===== src/sv/bie_pkg.sv =====
// Package for the Bessel I0 evaluator: widths, constants, request structs
// and the Chebyshev coefficient tables (decimal, units of 1e-18, and Q56).
// No dependencies.
`timescale 1ns / 1ps
package bie_pkg;

    localparam int LOW_TERMS     = 30;
    localparam int HIGH_TERMS    = 25;
    localparam int ARG_FRAC_BITS = 16;
    localparam int WORK_FRAC     = 24;
    localparam int EXP_TERMS     = 20;
    localparam int EXP_SQUARINGS = 6;

    localparam int ARG_W = 22;
    localparam int OUT_W = 64;
    localparam int XQ_W  = 30;
    localparam int EXP_W = 12;
    localparam int IDX_W = 5;

    localparam int LOW_TAB_N  = 30;
    localparam int HIGH_TAB_N = 25;

    // shift of |x| (Q.24) into the exp reduction argument, Q62 of x/64
    localparam int EXP_ARG_SHIFT = 62 - EXP_SQUARINGS - WORK_FRAC;
    // shift of |x| into y for the low range (x/2 in Q56)
    localparam int LOW_Y_SHIFT   = 55 - WORK_FRAC;

    localparam logic [63:0] COEF_UNIT = 64'd1000000000000000000;

    typedef struct packed {
        logic        start;
        logic [63:0] a;
        logic [63:0] b;
    } mul_req_t;

    typedef struct packed {
        logic        start;
        logic [63:0] num;
        logic [63:0] den;
        logic [6:0]  bits;
        logic        rnd;
    } div_req_t;

    // one Q56 coefficient per table index
    typedef logic [31:0][63:0] coef_tab_t;

    // Series coefficients, low range (x <= 8) and high range (x > 8)
    function automatic logic signed [63:0] coef_raw(input logic high,
                                                    input logic [IDX_W-1:0] idx);
        logic signed [63:0] c;
        c = '0;
        if (!high) begin
            case (idx)
                5'd0:  c = -64'sd4;
                5'd1:  c = 64'sd33;
                5'd2:  c = -64'sd243;
                5'd3:  c = 64'sd1715;
                5'd4:  c = -64'sd11685;
                5'd5:  c = 64'sd76762;
                5'd6:  c = -64'sd485645;
                5'd7:  c = 64'sd2955053;
                5'd8:  c = -64'sd17268263;
                5'd9:  c = 64'sd96758090;
                5'd10: c = -64'sd518979560;
                5'd11: c = 64'sd2659823725;
                5'd12: c = -64'sd13000250100;
                5'd13: c = 64'sd60469950225;
                5'd14: c = -64'sd267079385394;
                5'd15: c = 64'sd1117387539120;
                5'd16: c = -64'sd4416738358459;
                5'd17: c = 64'sd16448448070729;
                5'd18: c = -64'sd57541950100821;
                5'd19: c = 64'sd188502885095842;
                5'd20: c = -64'sd576375574538582;
                5'd21: c = 64'sd1639475616941336;
                5'd22: c = -64'sd4324309995050576;
                5'd23: c = 64'sd10546460394594998;
                5'd24: c = -64'sd23737414805899469;
                5'd25: c = 64'sd49305284239670708;
                5'd26: c = -64'sd94901097048047644;
                5'd27: c = 64'sd171620901522208775;
                5'd28: c = -64'sd304682672343198399;
                5'd29: c = 64'sd676795274409476085;
                default: c = '0;
            endcase
        end else begin
            case (idx)
                5'd0:  c = -64'sd7;
                5'd1:  c = -64'sd5;
                5'd2:  c = 64'sd45;
                5'd3:  c = 64'sd35;
                5'd4:  c = -64'sd283;
                5'd5:  c = -64'sd343;
                5'd6:  c = 64'sd1773;
                5'd7:  c = 64'sd3812;
                5'd8:  c = -64'sd9555;
                5'd9:  c = -64'sd41506;
                5'd10: c = 64'sd15401;
                5'd11: c = 64'sd385278;
                5'd12: c = 64'sd718012;
                5'd13: c = -64'sd1794179;
                5'd14: c = -64'sd13215812;
                5'd15: c = -64'sd31499165;
                5'd16: c = 64'sd11889147;
                5'd17: c = 64'sd494060239;
                5'd18: c = 64'sd3396232026;
                5'd19: c = 64'sd22666689905;
                5'd20: c = 64'sd204891858947;
                5'd21: c = 64'sd2891370520835;
                5'd22: c = 64'sd68897583469168;
                5'd23: c = 64'sd3369116478255694;
                5'd24: c = 64'sd804490411014108832;
                default: c = '0;
            endcase
        end
        return c;
    endfunction

    // round(|c| * 2^56 / 1e18) by long division, sign restored
    function automatic logic [63:0] coef_q56_of(input logic signed [63:0] c);
        logic [63:0] mag;
        logic [63:0] q;
        logic [63:0] r;
        mag = c[63] ? 64'(-c) : 64'(c);
        q   = '0;
        r   = '0;
        for (int i = 0; i < 120; i++) begin
            r = {r[62:0], (i < 64) ? mag[6'(63 - i)] : 1'b0};
            q = {q[62:0], 1'b0};
            if (r >= COEF_UNIT) begin
                r    = r - COEF_UNIT;
                q[0] = 1'b1;
            end
        end
        if ((r << 1) >= COEF_UNIT) q = q + 64'd1;
        return c[63] ? 64'(-q) : q;
    endfunction

    function automatic coef_tab_t build_coef_tab(input logic high);
        coef_tab_t t;
        t = '0;
        for (int i = 0; i < 32; i++) begin
            t[i] = coef_q56_of(coef_raw(high, IDX_W'(i)));
        end
        return t;
    endfunction

    localparam coef_tab_t LOW_COEF_Q56  = build_coef_tab(1'b0);
    localparam coef_tab_t HIGH_COEF_Q56 = build_coef_tab(1'b1);

endpackage


===== src/sv/bie_mul.sv =====
// 64x64 unsigned multiplier built from one 32x32 multiplier used in turn for each partial product.
// Depends on bie_pkg (mul_req_t).
`timescale 1ns / 1ps
module bie_mul
    import bie_pkg::*;
(
    input  logic         aclk,
    input  logic         aresetn,
    input  mul_req_t     req,
    output logic         done,
    output logic [127:0] prod
);

    logic [63:0]  a_reg, b_reg;
    logic [2:0]   step_reg;
    logic         busy_reg;
    logic [63:0]  pp_reg;
    logic [1:0]   pp_sh_reg;
    logic         pp_vld_reg, pp_last_reg;
    logic [127:0] acc_reg;
    logic         done_reg;

    logic [31:0]  opa, opb;
    logic [1:0]   sh;

    // pick operand halves for the current partial product
    always_comb begin
        case (step_reg)
            3'd0:    begin opa = a_reg[31:0];  opb = b_reg[31:0];  sh = 2'd0; end
            3'd1:    begin opa = a_reg[31:0];  opb = b_reg[63:32]; sh = 2'd1; end
            3'd2:    begin opa = a_reg[63:32]; opb = b_reg[31:0];  sh = 2'd1; end
            default: begin opa = a_reg[63:32]; opb = b_reg[63:32]; sh = 2'd2; end
        endcase
    end

    // partial product stage, then accumulate stage
    always_ff @(posedge aclk) begin
        if (!aresetn) begin
            busy_reg    <= 1'b0;
            step_reg    <= '0;
            pp_vld_reg  <= 1'b0;
            pp_last_reg <= 1'b0;
            done_reg    <= 1'b0;
        end else begin
            if (req.start) begin
                a_reg    <= req.a;
                b_reg    <= req.b;
                step_reg <= '0;
                busy_reg <= 1'b1;
                acc_reg  <= '0;
            end else if (pp_vld_reg) begin
                acc_reg <= acc_reg + ({64'd0, pp_reg} << (32 * pp_sh_reg));
            end
            if (busy_reg && !req.start) begin
                pp_reg      <= 64'(opa * opb);
                pp_sh_reg   <= sh;
                pp_vld_reg  <= 1'b1;
                pp_last_reg <= (step_reg == 3'd3);
                step_reg    <= step_reg + 3'd1;
                if (step_reg == 3'd3) begin
                    busy_reg <= 1'b0;
                end
            end else begin
                pp_vld_reg  <= 1'b0;
                pp_last_reg <= 1'b0;
            end
            done_reg <= pp_vld_reg && pp_last_reg;
        end
    end

    assign done = done_reg;
    assign prod = acc_reg;

endmodule


===== config.mk =====
export PLATFORM = sky130hd
export DESIGN_NAME = bie_mul
export DESIGN_NICKNAME = d
export VERILOG_FILES = /design/src/sv/bie_pkg.sv /design/src/sv/bie_mul.sv
export SDC_FILE = /design/constraint.sdc
export NUM_CORES = 2
export LEC_CHECK = 0
export BUFFER_PORTS_ARGS = -buffer_cell sky130_fd_sc_hd__buf_2
export CAP_MARGIN = 15
export CORE_MARGIN = 8
export CORE_UTILIZATION = 65
export CTS_CLUSTER_DIAMETER = 200
export DETAILED_ROUTE_END_ITERATION = 10
export PLACE_DENSITY = 0.88
export SLEW_MARGIN = 20
export SYNTH_ARGS = -nofsm -noshare
export SYNTH_HDL_FRONTEND = slang
export SYNTH_SLANG_ARGS = --single-unit

===== constraint.sdc =====
create_clock -name aclk -period 11.86 [get_ports aclk]
set_input_delay 2.372 -clock aclk [delete_from_list [all_inputs] [get_ports aclk]]
set_output_delay 2.372 -clock aclk [all_outputs]
set_load 0.02 [all_outputs]

# Word level (Yosys, flattened, before mapping)
# Index checks and enable logic that the tools add are counted.
# totals
ff_bits	329
input_bits	131
out_inout_bits	129
# classes
n_addsub	2
mul	1
eq_ne	3
shift	1
muxes	10
reduce_logical	12
# ops
cell	n
128-bit adder	1
128-bit 2-to-1 mux	1
64-bit by 7-bit << shifter with 128-bit output	1
32-bit by 32-bit multiplier with 64-bit output	1
32-bit 2-to-1 mux	2
3-bit by 2-bit == test with 1-bit output (second input constant)	2
3-bit 2-to-1 mux	2
2-bit AND reduction	3
2-bit OR reduction	3
1-bit 2-to-1 mux	4
2-bit one-hot mux with 2 select lines	1
2-bit nonzero test	2
3-bit by 1-bit adder with 3-bit output (second input constant)	1
3-bit by 1-bit == test with 1-bit output (second input constant)	1
3-bit logical NOT	1
1-bit logical AND	2
1-bit logical NOT	1

# Longest topological paths before layout
# depth
word_depth	4
depth_mapped	37

# Least setup slack after synthesis
# OpenSTA, ideal clock, no wires.
# synth_timing
path_type	flip-flop to flip-flop
from	reg step_reg[0]
to	reg pp_reg[56], data pin
setup_time_ns	0.264
arrival_ns	9.108
required_ns	11.596
path_slack_ns	2.488
path_stages_with_launch	34
period_less_slack_ns	9.372
path_cell_list	dfxtp_1 inv_1 ha_1 o21ai_0 buf_1 clkbuf_1 buf_1 mux2i_1 clkbuf_1 nor2_1 fa_1 inv_1 fa_1 inv_1 fa_1 inv_1 fa_1 inv_1 fa_1 fa_1 fa_1 inv_1 fa_1 inv_1 ha_1 clkbuf_1 and3_1 nand2_1 or4_1 o2111ai_1 nand3_1 o41ai_1 a41oi_1 xnor2_1
# synth_between
elab_chain_cells	4
elab_cells_between_ends	8
classes_between	1 x mul; 2 x eq/ne; 2 x mux; 3 x reduce/logical
# synth_rtl
element	line_no	source
start, declared	bie_mul.sv:15	logic [2:0] step_reg;
start signal, assigned	bie_mul.sv:59	step_reg <= step_reg + 3'd1;
3-bit by 1-bit == test with 1-bit output, or another cell as far along	bie_mul.sv:28	case (step_reg)
2-bit OR reduction (no source line)	n/a	
32-bit 2-to-1 mux	bie_mul.sv:28	
32-bit by 32-bit multiplier with 64-bit output (*)	bie_mul.sv:55	pp_reg <= 64'(opa * opb);
end signal, assigned	bie_mul.sv:55	
end, declared	bie_mul.sv:17	logic [63:0] pp_reg;
# Every way passes the cells marked *; elsewhere a longest branch is shown, timed or not.
# A chain may end at the register's enable or synchronous reset.

# Worst setup path after layout
# layout_timing
from	reg step_reg[1]
to	reg pp_reg[56], data pin
# Same word-level chain as after synthesis.

==> run metrics <==
status=completed; Routed WL=195000 um; Clock Sinks=329; Worst EP arrival=10.96 ns; Highest Clock Rate=0.09434 GHz; cell count after synthesis=5898; Die X=303.8 um; #FFs+latches synth=329; Reg area=9809 um^2; vias in the first global route=47740; pin count of the biggest net entering global routing=87; Skew-Pair Late Insertion Delay=0.62 ns; post-synthesis compound-gate area fraction=9.621%; GRT Overall Usage=41.79%; EDFF count, synth=322; Final Cycle Share=89.38%; area delta synth->final=6.918%; Die Height=303.8 um; Adder-Cell Fraction of Synth Area=42.53%; WL/cell=27.54 um; mux cell area share after synthesis=3.330%; RSZ-0062 raised after global routing=false; PostCTS Resize Cnt=0; Critical Path End Type=register; Max stage delay on crit path=1.01 ns; Post-Syn Area=53840 um^2; Largest register FFs=128; yosys warns=0; Core ar.=82110 um^2; cell repeated most along the worst path=fa_1; cell row count=105; largest family of logic cells by synthesized area=adder cells; average cell area after synthesis=9.129 um^2; fin crit period=10.60 ns; initial antenna violation count=3; Setup Skew=0.03599 ns; critical path class=register to register; critical path's slowest cell=mux2i_2; Setup Total Neg Slack=0 ns; Synth Area in XOR/XNOR=2.717%; Distinct cells, synth=85; final slew viol count=0; required time of the worst setup path=12.22 ns; sequential share of the synthesized area=18.22%; area of the multi-input gates=39590 um^2; CP bufs+invs=7; relative slew slack=10.98%; clock-pin slew on the worst setup and hold paths=0.06 ns; Main synth FF type=edfxtp_1; CTS max path bufs=3; die area=92300 um^2; Post-Syn Nets=7321; H-tree depth=2; DPL Wire Length=151900 um; Simple-Gate Fraction of Synth Area=14.84%; Post-CTS Setup Repair Bufs=0; antenna-violating nets left=0; final hold vios=0; Initial Util=65.57%; PortBufs=259; max_cap viols=0; post-synth top area share=33.35%; worst-path maximum fanout=21; worst hold margin=0.4568 ns; Slew @ Worst Pin=1.298 ns; initial drt markers=4656; delay-heaviest family, CP=adder cells; TritonCTS clock tree=built; Hold Crit Class=register to register; cts bufs inserted=39; Layout fillers=6317; GP Congestion=1.040; commonest non-fill, non-tap cell in the layout=inv_1; Synth area leader=fa_1; number of setup violations in the final report=0; Hold Buf Count CTS=0; detailed-route via count=45390; fraction of registers with async set or reset after synthesis=0%; top post-synthesis cells by area=fa_1, edfxtp_1, ha_1; root buf cell=clkbuf_16; drt via density=6.411; global-route wire length before repair=291400 um; grt ovf=0; commonest non-fill, non-tap cells in the layout=inv_1, fa_1, nor2_1; IO Pins=260; Finished Core Util=70.11%; drt pass-1 iters=7; layout cell share with drive strength beyond 1=9.221%; Remaining DRCs=0; nets=7402; CP Launch Type=register
[final timing paths]
kind                                 start                   end  slack, ns  depth (start not counted)
setup / recovery  step_reg[1]$_SDFFE_PN0P_  pp_reg[56]$_DFFE_PP_       1.26                         30
setup reg to reg  step_reg[1]$_SDFFE_PN0P_  pp_reg[56]$_DFFE_PP_       1.26                         30
hold / removal      pp_last_reg$_SDFF_PN0_       done$_SDFF_PN0_       0.46                          1
hold reg to reg     pp_last_reg$_SDFF_PN0_       done$_SDFF_PN0_       0.46                          1
[cells in the mapped netlist, drive strengths merged (5+ instances only)]
cell / number
mux2: 75
nor4: 8
or2: 13
nand2b: 19
nand2: 646
o31a: 5
and3: 19
o21a: 32
ha: 395
xor2: 65
o2111ai: 6
o21bai: 65
o22ai: 7
o211ai: 11
clkbuf: 278
xnor2: 102
a221oi: 7
mux2i: 94
dfxtp: 7
a31oi: 27
a21oi: 279
nor2: 852
and2: 58
inv: 947
a211o: 7
o21ai: 144
a211oi: 21
and4: 6
fa: 897
nor3: 48
a31o: 5
or3: 9
o31ai: 13
nand4: 86
edfxtp: 322
a21o: 88
a22o: 32
a21boi: 15
o41ai: 6
buf: 23
nand3: 42
nor2b: 59
[per-stage QoR]
step	setup slack [ns]	instances	area, um^2
3_5_place_dp	1.582	7008	56210
2_1_floorplan	2.488	5898	53840
6_report	1.260	7080	57570
4_1_cts	1.558	7078	57550
3_3_place_gp	1.758	7008	56180
5_1_grt	1.022	7078	57560
[worst reg2reg max path, delay by kind of cell (launching register included)]
family	cells	cell delay [ns]
mux	1	1.01
compound gates	8	3.23
simple gates	3	0.42
flops	1	0.40
xor+xnor	1	0.18
buf+inv	7	1.01
fa+ha+maj	10	4.13
[final cells by class]
cell class                 count  share of cell area, %
sequential                   329                  17.04
timing repair buffer         341                  3.347
clock buffer                  43                  1.721
inverter                     947                  6.175
multi-input combinational   4321                  68.76
antenna                        2               0.008694
clock inverter                27                 0.6194
tap                         1070                  2.326
[layer usage]
metal	GRT usage, %	part of all wire, %
met5	0.3696	0.081
met4	27.42	8.8
met3	14.78	13
met2	66.48	45
met1	47.66	33
[cell families (layout without fill, tap and decap cells)]
family	after synthesis	in the layout
AO/OA/AOI/OAI	812	812
XOR/XNOR	167	167
adder cells (fa/ha/maj)	1292	1292
buffers and inverters	1248	1358
flip-flops	329	329
multiplexers	169	169
other	0	2
AND/OR/NAND/NOR	1881	1881
Power is not shown: default switching activity piles up to over one toggle a cycle in this logic, so the estimate is an artifact.
