[config.mk]
export PLATFORM = sky130hd
export DESIGN_NAME = bie_div
export DESIGN_NICKNAME = d
export VERILOG_FILES = /design/src/sv/bie_pkg.sv /design/src/sv/bie_div.sv
export SDC_FILE = /design/constraint.sdc
export NUM_CORES = 1
export LEC_CHECK = 0
export BUFFER_PORTS_ARGS = -buffer_cell sky130_fd_sc_hd__buf_2
export CELL_PAD_IN_SITES_DETAIL_PLACEMENT = 0
export CELL_PAD_IN_SITES_GLOBAL_PLACEMENT = 1
export CORE_MARGIN = 2
export CORE_UTILIZATION = 45
export CTS_BUF_LIST = sky130_fd_sc_hd__clkbuf_2 sky130_fd_sc_hd__clkbuf_4 sky130_fd_sc_hd__clkbuf_8
export CTS_CLUSTER_SIZE = 40
export DETAILED_ROUTE_END_ITERATION = 12
export GPL_TIMING_DRIVEN = 0
export PLACE_DENSITY = 0.83
export SETUP_SLACK_MARGIN = 0.3
export SLEW_MARGIN = 20
export SYNTH_ARGS = -nofsm -noshare
export SYNTH_HDL_FRONTEND = slang
export SYNTH_SLANG_ARGS = --single-unit
[constraint.sdc]
create_clock -name aclk -period 12 [get_ports aclk]
set_input_delay 3 -clock aclk [delete_from_list [all_inputs] [get_ports aclk]]
set_output_delay 3 -clock aclk [all_outputs]
set_load 0.1 [all_outputs]
[src/sv/bie_pkg.sv]
// Package for the Bessel I0 evaluator: widths, constants, request structs
// and the Chebyshev coefficient tables (decimal, units of 1e-18, and Q56).
// No dependencies.
`timescale 1ns / 1ps
package bie_pkg;

    localparam int LOW_TERMS     = 30;
    localparam int HIGH_TERMS    = 25;
    localparam int ARG_FRAC_BITS = 16;
    localparam int WORK_FRAC     = 24;
    localparam int EXP_TERMS     = 20;
    localparam int EXP_SQUARINGS = 6;

    localparam int ARG_W = 22;
    localparam int OUT_W = 64;
    localparam int XQ_W  = 30;
    localparam int EXP_W = 12;
    localparam int IDX_W = 5;

    localparam int LOW_TAB_N  = 30;
    localparam int HIGH_TAB_N = 25;

    // shift of |x| (Q.24) into the exp reduction argument, Q62 of x/64
    localparam int EXP_ARG_SHIFT = 62 - EXP_SQUARINGS - WORK_FRAC;
    // shift of |x| into y for the low range (x/2 in Q56)
    localparam int LOW_Y_SHIFT   = 55 - WORK_FRAC;

    localparam logic [63:0] COEF_UNIT = 64'd1000000000000000000;

    typedef struct packed {
        logic        start;
        logic [63:0] a;
        logic [63:0] b;
    } mul_req_t;

    typedef struct packed {
        logic        start;
        logic [63:0] num;
        logic [63:0] den;
        logic [6:0]  bits;
        logic        rnd;
    } div_req_t;

    // one Q56 coefficient per table index
    typedef logic [31:0][63:0] coef_tab_t;

    // Series coefficients, low range (x <= 8) and high range (x > 8)
    function automatic logic signed [63:0] coef_raw(input logic high,
                                                    input logic [IDX_W-1:0] idx);
        logic signed [63:0] c;
        c = '0;
        if (!high) begin
            case (idx)
                5'd0:  c = -64'sd4;
                5'd1:  c = 64'sd33;
                5'd2:  c = -64'sd243;
                5'd3:  c = 64'sd1715;
                5'd4:  c = -64'sd11685;
                5'd5:  c = 64'sd76762;
                5'd6:  c = -64'sd485645;
                5'd7:  c = 64'sd2955053;
                5'd8:  c = -64'sd17268263;
                5'd9:  c = 64'sd96758090;
                5'd10: c = -64'sd518979560;
                5'd11: c = 64'sd2659823725;
                5'd12: c = -64'sd13000250100;
                5'd13: c = 64'sd60469950225;
                5'd14: c = -64'sd267079385394;
                5'd15: c = 64'sd1117387539120;
                5'd16: c = -64'sd4416738358459;
                5'd17: c = 64'sd16448448070729;
                5'd18: c = -64'sd57541950100821;
                5'd19: c = 64'sd188502885095842;
                5'd20: c = -64'sd576375574538582;
                5'd21: c = 64'sd1639475616941336;
                5'd22: c = -64'sd4324309995050576;
                5'd23: c = 64'sd10546460394594998;
                5'd24: c = -64'sd23737414805899469;
                5'd25: c = 64'sd49305284239670708;
                5'd26: c = -64'sd94901097048047644;
                5'd27: c = 64'sd171620901522208775;
                5'd28: c = -64'sd304682672343198399;
                5'd29: c = 64'sd676795274409476085;
                default: c = '0;
            endcase
        end else begin
            case (idx)
                5'd0:  c = -64'sd7;
                5'd1:  c = -64'sd5;
                5'd2:  c = 64'sd45;
                5'd3:  c = 64'sd35;
                5'd4:  c = -64'sd283;
                5'd5:  c = -64'sd343;
                5'd6:  c = 64'sd1773;
                5'd7:  c = 64'sd3812;
                5'd8:  c = -64'sd9555;
                5'd9:  c = -64'sd41506;
                5'd10: c = 64'sd15401;
                5'd11: c = 64'sd385278;
                5'd12: c = 64'sd718012;
                5'd13: c = -64'sd1794179;
                5'd14: c = -64'sd13215812;
                5'd15: c = -64'sd31499165;
                5'd16: c = 64'sd11889147;
                5'd17: c = 64'sd494060239;
                5'd18: c = 64'sd3396232026;
                5'd19: c = 64'sd22666689905;
                5'd20: c = 64'sd204891858947;
                5'd21: c = 64'sd2891370520835;
                5'd22: c = 64'sd68897583469168;
                5'd23: c = 64'sd3369116478255694;
                5'd24: c = 64'sd804490411014108832;
                default: c = '0;
            endcase
        end
        return c;
    endfunction

    // round(|c| * 2^56 / 1e18) by long division, sign restored
    function automatic logic [63:0] coef_q56_of(input logic signed [63:0] c);
        logic [63:0] mag;
        logic [63:0] q;
        logic [63:0] r;
        mag = c[63] ? 64'(-c) : 64'(c);
        q   = '0;
        r   = '0;
        for (int i = 0; i < 120; i++) begin
            r = {r[62:0], (i < 64) ? mag[6'(63 - i)] : 1'b0};
            q = {q[62:0], 1'b0};
            if (r >= COEF_UNIT) begin
                r    = r - COEF_UNIT;
                q[0] = 1'b1;
            end
        end
        if ((r << 1) >= COEF_UNIT) q = q + 64'd1;
        return c[63] ? 64'(-q) : q;
    endfunction

    function automatic coef_tab_t build_coef_tab(input logic high);
        coef_tab_t t;
        t = '0;
        for (int i = 0; i < 32; i++) begin
            t[i] = coef_q56_of(coef_raw(high, IDX_W'(i)));
        end
        return t;
    endfunction

    localparam coef_tab_t LOW_COEF_Q56  = build_coef_tab(1'b0);
    localparam coef_tab_t HIGH_COEF_Q56 = build_coef_tab(1'b1);

endpackage

[src/sv/bie_div.sv]
// Restoring divider, one quotient bit per cycle: floor or rounded
// num * 2^bits / den. Depends on bie_pkg (div_req_t).
`timescale 1ns / 1ps
module bie_div
    import bie_pkg::*;
(
    input  logic        aclk,
    input  logic        aresetn,
    input  div_req_t    req,
    output logic        done,
    output logic [63:0] quot
);

    logic [63:0] num_reg, den_reg, q_reg;
    logic [64:0] r_reg;
    logic [7:0]  cnt_reg, total_reg;
    logic        rnd_reg, busy_reg, fin_reg, done_reg;

    logic [64:0] r2;
    logic        ge;

    assign r2 = {r_reg[63:0], num_reg[63]};
    assign ge = (r2 >= {1'b0, den_reg});

    always_ff @(posedge aclk) begin
        if (!aresetn) begin
            busy_reg <= 1'b0;
            fin_reg  <= 1'b0;
            done_reg <= 1'b0;
            cnt_reg  <= '0;
        end else begin
            done_reg <= 1'b0;
            fin_reg  <= 1'b0;
            if (req.start) begin
                num_reg   <= req.num;
                den_reg   <= req.den;
                rnd_reg   <= req.rnd;
                total_reg <= 8'd64 + 8'(req.bits);
                r_reg     <= '0;
                q_reg     <= '0;
                cnt_reg   <= '0;
                busy_reg  <= 1'b1;
            end else if (busy_reg) begin
                // one long-division step, numerator bits then zeros
                num_reg <= {num_reg[62:0], 1'b0};
                if (ge) begin
                    r_reg <= r2 - {1'b0, den_reg};
                    q_reg <= {q_reg[62:0], 1'b1};
                end else begin
                    r_reg <= r2;
                    q_reg <= {q_reg[62:0], 1'b0};
                end
                cnt_reg <= cnt_reg + 8'd1;
                if (cnt_reg == total_reg - 8'd1) begin
                    busy_reg <= 1'b0;
                    fin_reg  <= 1'b1;
                end
            end else if (fin_reg) begin
                // round to nearest on twice the remainder
                if (rnd_reg && ({r_reg, 1'b0} >= {2'b00, den_reg})) begin
                    q_reg <= q_reg + 64'd1;
                end
                done_reg <= 1'b1;
            end
        end
    end

    assign done = done_reg;
    assign quot = q_reg;

endmodule

# Yosys cells after proc, flatten, opt, wreduce, memory -nomap -nowiden
# Index checks and enable logic that the tools add are counted.
# Widths: inputs -> output; s select.
# classes
div_mod_pow	0
bitwise_logic	2
mul	0
muxes	13
eq_ne	1
reduce_logical	10
order_cmp	2
add_sub_neg	5
shifts	0
# op_table
cell	n
$mux 64	5
$mux 65	2
$ge 66x64->1	1
$ge 65x64->1	1
$sub 65x64->65	1
$add 64x1->64 const B	1
$add 7x7->8 const A	1
$add 8x1->8 const B	1
$eq 8x8->1	1
$sub 8x1->8 const B	1
$mux 1	6
$reduce_bool 3->1	2
$reduce_or 3->1	2
$reduce_and 2->1	2
$reduce_and 3->1	1
$not 1->1	2
$reduce_bool 2->1	1
$reduce_or 2->1	1
$logic_and 1x1->1	1
# word_totals
ramBits	0
inputBits	139
latch_bits	0
mem_count	0
output_inout_bits	65
romBits	0
regBits	277
wordCells	43

# Depth between registers and ports, before layout
# depth
word_depth	5
depth_mapped	15
depth_no_buf	13

# Worst setup path after synthesis
# Ideal clock, no wire load.
# synth_path
path_type	input to register
startpoint	in req[136] in the netlist's numbering
endpoint	reg q_reg[0] (netlist: quot[0]), enable pin
setup_time_ns	0.574
t_arrival_ns	8.606
required_time_ns	11.426
cell_stages	4
n_path_buf	1
path_slack_ns	2.819
cell_sequence	clkbuf_1 > o21a_1 > nor2_1 > o21ai_0
# synth_via
elab_chain_len	2
word_cells_on_any_way	3
classes_between	reduce/logical (3)
# synth_lines
item	line_no	text
start: declaration	bie_div.sv:9	input div_req_t req,
$reduce_bool 3->1 (no line)	--	
$reduce_and 3->1 (no line) *	--	
end signal: assignment	bie_div.sv:48	q_reg <= {q_reg[62:0], 1'b1};
end signal: assignment	bie_div.sv:51	q_reg <= {q_reg[62:0], 1'b0};
end signal: assignment	bie_div.sv:61	q_reg <= q_reg + 64'd1;
end: declaration	bie_div.sv:14	logic [63:0] num_reg, den_reg, q_reg;
# Every way passes the cells marked *; elsewhere a longest branch is shown, timed or not.
# A chain may end at the register's enable or synchronous reset.

# Final worst setup path
# layout_path
startpoint	in req[136] in the netlist's numbering
endpoint	reg den_reg[40], enable pin
# layout_via
elab_chain_len	1
# layout_lines
item	line_no	text
$reduce_and 2->1 (no line)	--	
end signal: assignment	bie_div.sv:36	den_reg <= req.den;
end: declaration	bie_div.sv:14	
# No other way between the ends.

==> results.cfg <==
[run_status]
status = finished clean

[synth]
syn_avg_cell_area_sq_um = 9.83
syn-num-nets = 1933
synth-seq-area-share_pct = 48.4
async_flop_share_pct = 0
syn_inst = 1726
ys.flop_type = edfxtp_1
synthesis.area_sq_um = 17000
synth_edf_count = 266
ys_seq_elements = 277
synth_cell_types = 85
yosysWarnings = 0

[timing]
fmax_mhz = 200
period_needed_ns = 5.00
finalWorstSetupSlack_ns = 7.00
relSlewSlack_pct = 36.2
tightest_slew_ns = 0.950
finalMaxSlewViolations = 0
fin_crit_sh_pct = 41.7
rsz0062_at_grt = no
finalSetupViolCount = 0
finClkSkew_ns = 0.0241
hold_viol_final = 0

[placed_design]
port-buffer-count = 203
gp_congestion = 0.900
hpwl_um = 33900
dp.cells = 2447
post-place-ws_ns = 6.29

[clock_tree]
postCtsResizedCells = 0
cts_root_buf = clkbuf_8
cts_tree = yes
cts_sinks = 277
cts_made_buffers = 51
post_cts_buffers = 0
hold_buffers = 0
insertion_delay_ns = 0.64
cts_buffer_depth = 3
clkTransAtPathRegs_ns = 0.06
htreeDepth = 2

[cells_and_area]
areaGrowthSynthToFinish_pct = 17.1
nets = 2196
layout_common_cells = edfxtp_1, buf_2, a21oi_1, nand2_1, nor2_1
layout_commonest_cell = edfxtp_1
layout.cells.non_filler = 2548
largest_reg_flops = 65
drive_gt1_share_pct = 21.3

[setup_path]
endpoint_kind = flop
cp-startpoint = req[136]
crit_end = den_reg[40]
cp.required_ns = 12.32
start_kind = primary input
crit_type = primary input to flop
r2r_slack_ns = 8.39
timing.rr.end = quot[49]
arrival_ns = 5.32
timing.rr.start = r_reg[20]
rr_worst_depth = 13
cp_max_fo = 42

[floorplanning]
initial_core_util_pct = 45.4
row_count = 71
die_x_um = 198
core_area_sq_um = 37400
die_h_um = 198
top_level_ports = 204
dieArea_sq_um = 39300

[grt]
grt_pass1_vias = 13800
grt_pass1_wl_um = 73400
grt_max_degree = 54
antenna_found_initial = 5
gr-total-overflow = 0
grt_use_total_pct = 23.7

[power]
ir_worst_vdd_v = 0.0000862
cellLeakagePower_nw = 7.77
power_density_nw_per_um2 = 146

[detailed_routing]
num_vias = 14200
drc_errors = 0
drtIter0Drc = 1179
vias_per_cell = 5.58
firstDrtPassIters = 5
wl_per_cell_um = 18.3
ant_nets = 0
routed_wl_um = 46500

[min_path]
min-delay-path-class = flop to flop

[flow_run]
cap_violations = 0
==> worst min-delay path by stage <==
stage / startpoint / to / slack (ns) / depth (start not counted)
2_1_floorplan: fin_reg / done / 0.46 / 1
3_3_place_gp: fin_reg / done / 0.48 / 1
3_5_place_dp: fin_reg / done / 0.48 / 1
4_1_cts: fin_reg / done / 0.48 / 1
5_1_grt: fin_reg / done / 0.50 / 1
6_report: fin_reg / done / 0.48 / 1
==> cells in the mapped netlist (3+ instances only) <==
cell type	instances	area share [%]
nor3b_1	8	0.35
o211ai_1	28	1.2
buf_1	7	0.15
nor2_4	4	0.27
nor2_1	145	3.2
nand2_1	185	4.1
a31oi_1	9	0.33
buf_2	33	0.97
o21bai_1	16	0.71
o31ai_1	4	0.18
nand4_1	46	1.7
a32oi_1	3	0.15
o21ai_0	78	2.3
dfxtp_1	11	1.3
nand3_1	71	2.1
edfxtp_1	266	47
a21o_1	33	1.5
a21oi_1	194	5.7
xnor2_1	52	2.7
nor3_1	35	1.0
a41oi_1	3	0.15
or3_1	13	0.48
o21ai_1	20	0.59
clkbuf_1	41	0.91
or2_2	4	0.15
nand2b_1	10	0.37
nor2b_1	10	0.37
mux2_2	63	4.2
xor2_1	32	1.7
a31o_1	4	0.21
a211o_1	3	0.15
and2_1	5	0.18
o22ai_1	3	0.11
a21boi_0	6	0.27
a211oi_2	8	0.59
mux2i_1	5	0.30
ha_1	67	4.9
and3_1	18	0.66
nor4_1	10	0.37
o21a_1	6	0.27
a211oi_1	12	0.53
inv_1	100	2.2
o221ai_1	3	0.15
==> final cells by class <==
type	count	area, sq um
fill	3484	17500
sequential	277	8210
multi-input combinational	1263	8010
timing repair buffer	210	1190
clock buffer	72	922
tap	511	639
buffer	85	383
inverter	101	382
clock inverter	23	113
antenna	6	15.0
==> per-stage QoR <==
stage	utilization [%]	total power, mW	instance area (sq um)	hold slack [ns]	TNS [ns]
2_1_floorplan	-	1.80	17000	0.458	0
3_3_place_gp	49.8	1.99	18600	0.476	-38.03
3_5_place_dp	50.3	2.00	18800	0.476	0
5_1_grt	53.1	3.05	19900	0.497	0
6_report	53.1	2.90	19900	0.484	0
4_1_cts	53.1	2.93	19800	0.485	0
==> cell families (layout without fill, tap and decap cells) <==
group	Yosys count	after routing	synth area share [%]
AND/OR/NAND/NOR	587	587	16.7
AO/OA/AOI/OAI	456	456	16.5
flip-flops	277	277	48.4
buffers and inverters	186	491	4.49
XOR/XNOR	84	84	4.34
adder cells (fa/ha/maj)	68	68	5.06
multiplexers	68	68	4.48
other	0	6	0
==> critical path, stage by stage <==
cell,delay (ns)
buf_2,0.15
clkbuf_1,0.61
clkbuf_1,0.55
nand2_1,0.22
inv_4,0.47
buf_12,0.27
==> layer usage <==
layer / vias up / wire length [um] / share of wire, % / GRT usage, %
met5: - / 0 / 0 / 0
met4: 0 / 1450 / 3.1 / 8.44
li1: 6895 / - / - / -
met2: 481 / 20700 / 44 / 37.0
met3: 93 / 3190 / 6.9 / 4.75
met1: 6758 / 21200 / 46 / 32.7
==> report_power, final <==
part	internal, mW	switching, mW
clock network	0.496	0.424
registers	1.16	0.0494
logic	0.265	0.512
(Power assumes the default switching activity.)
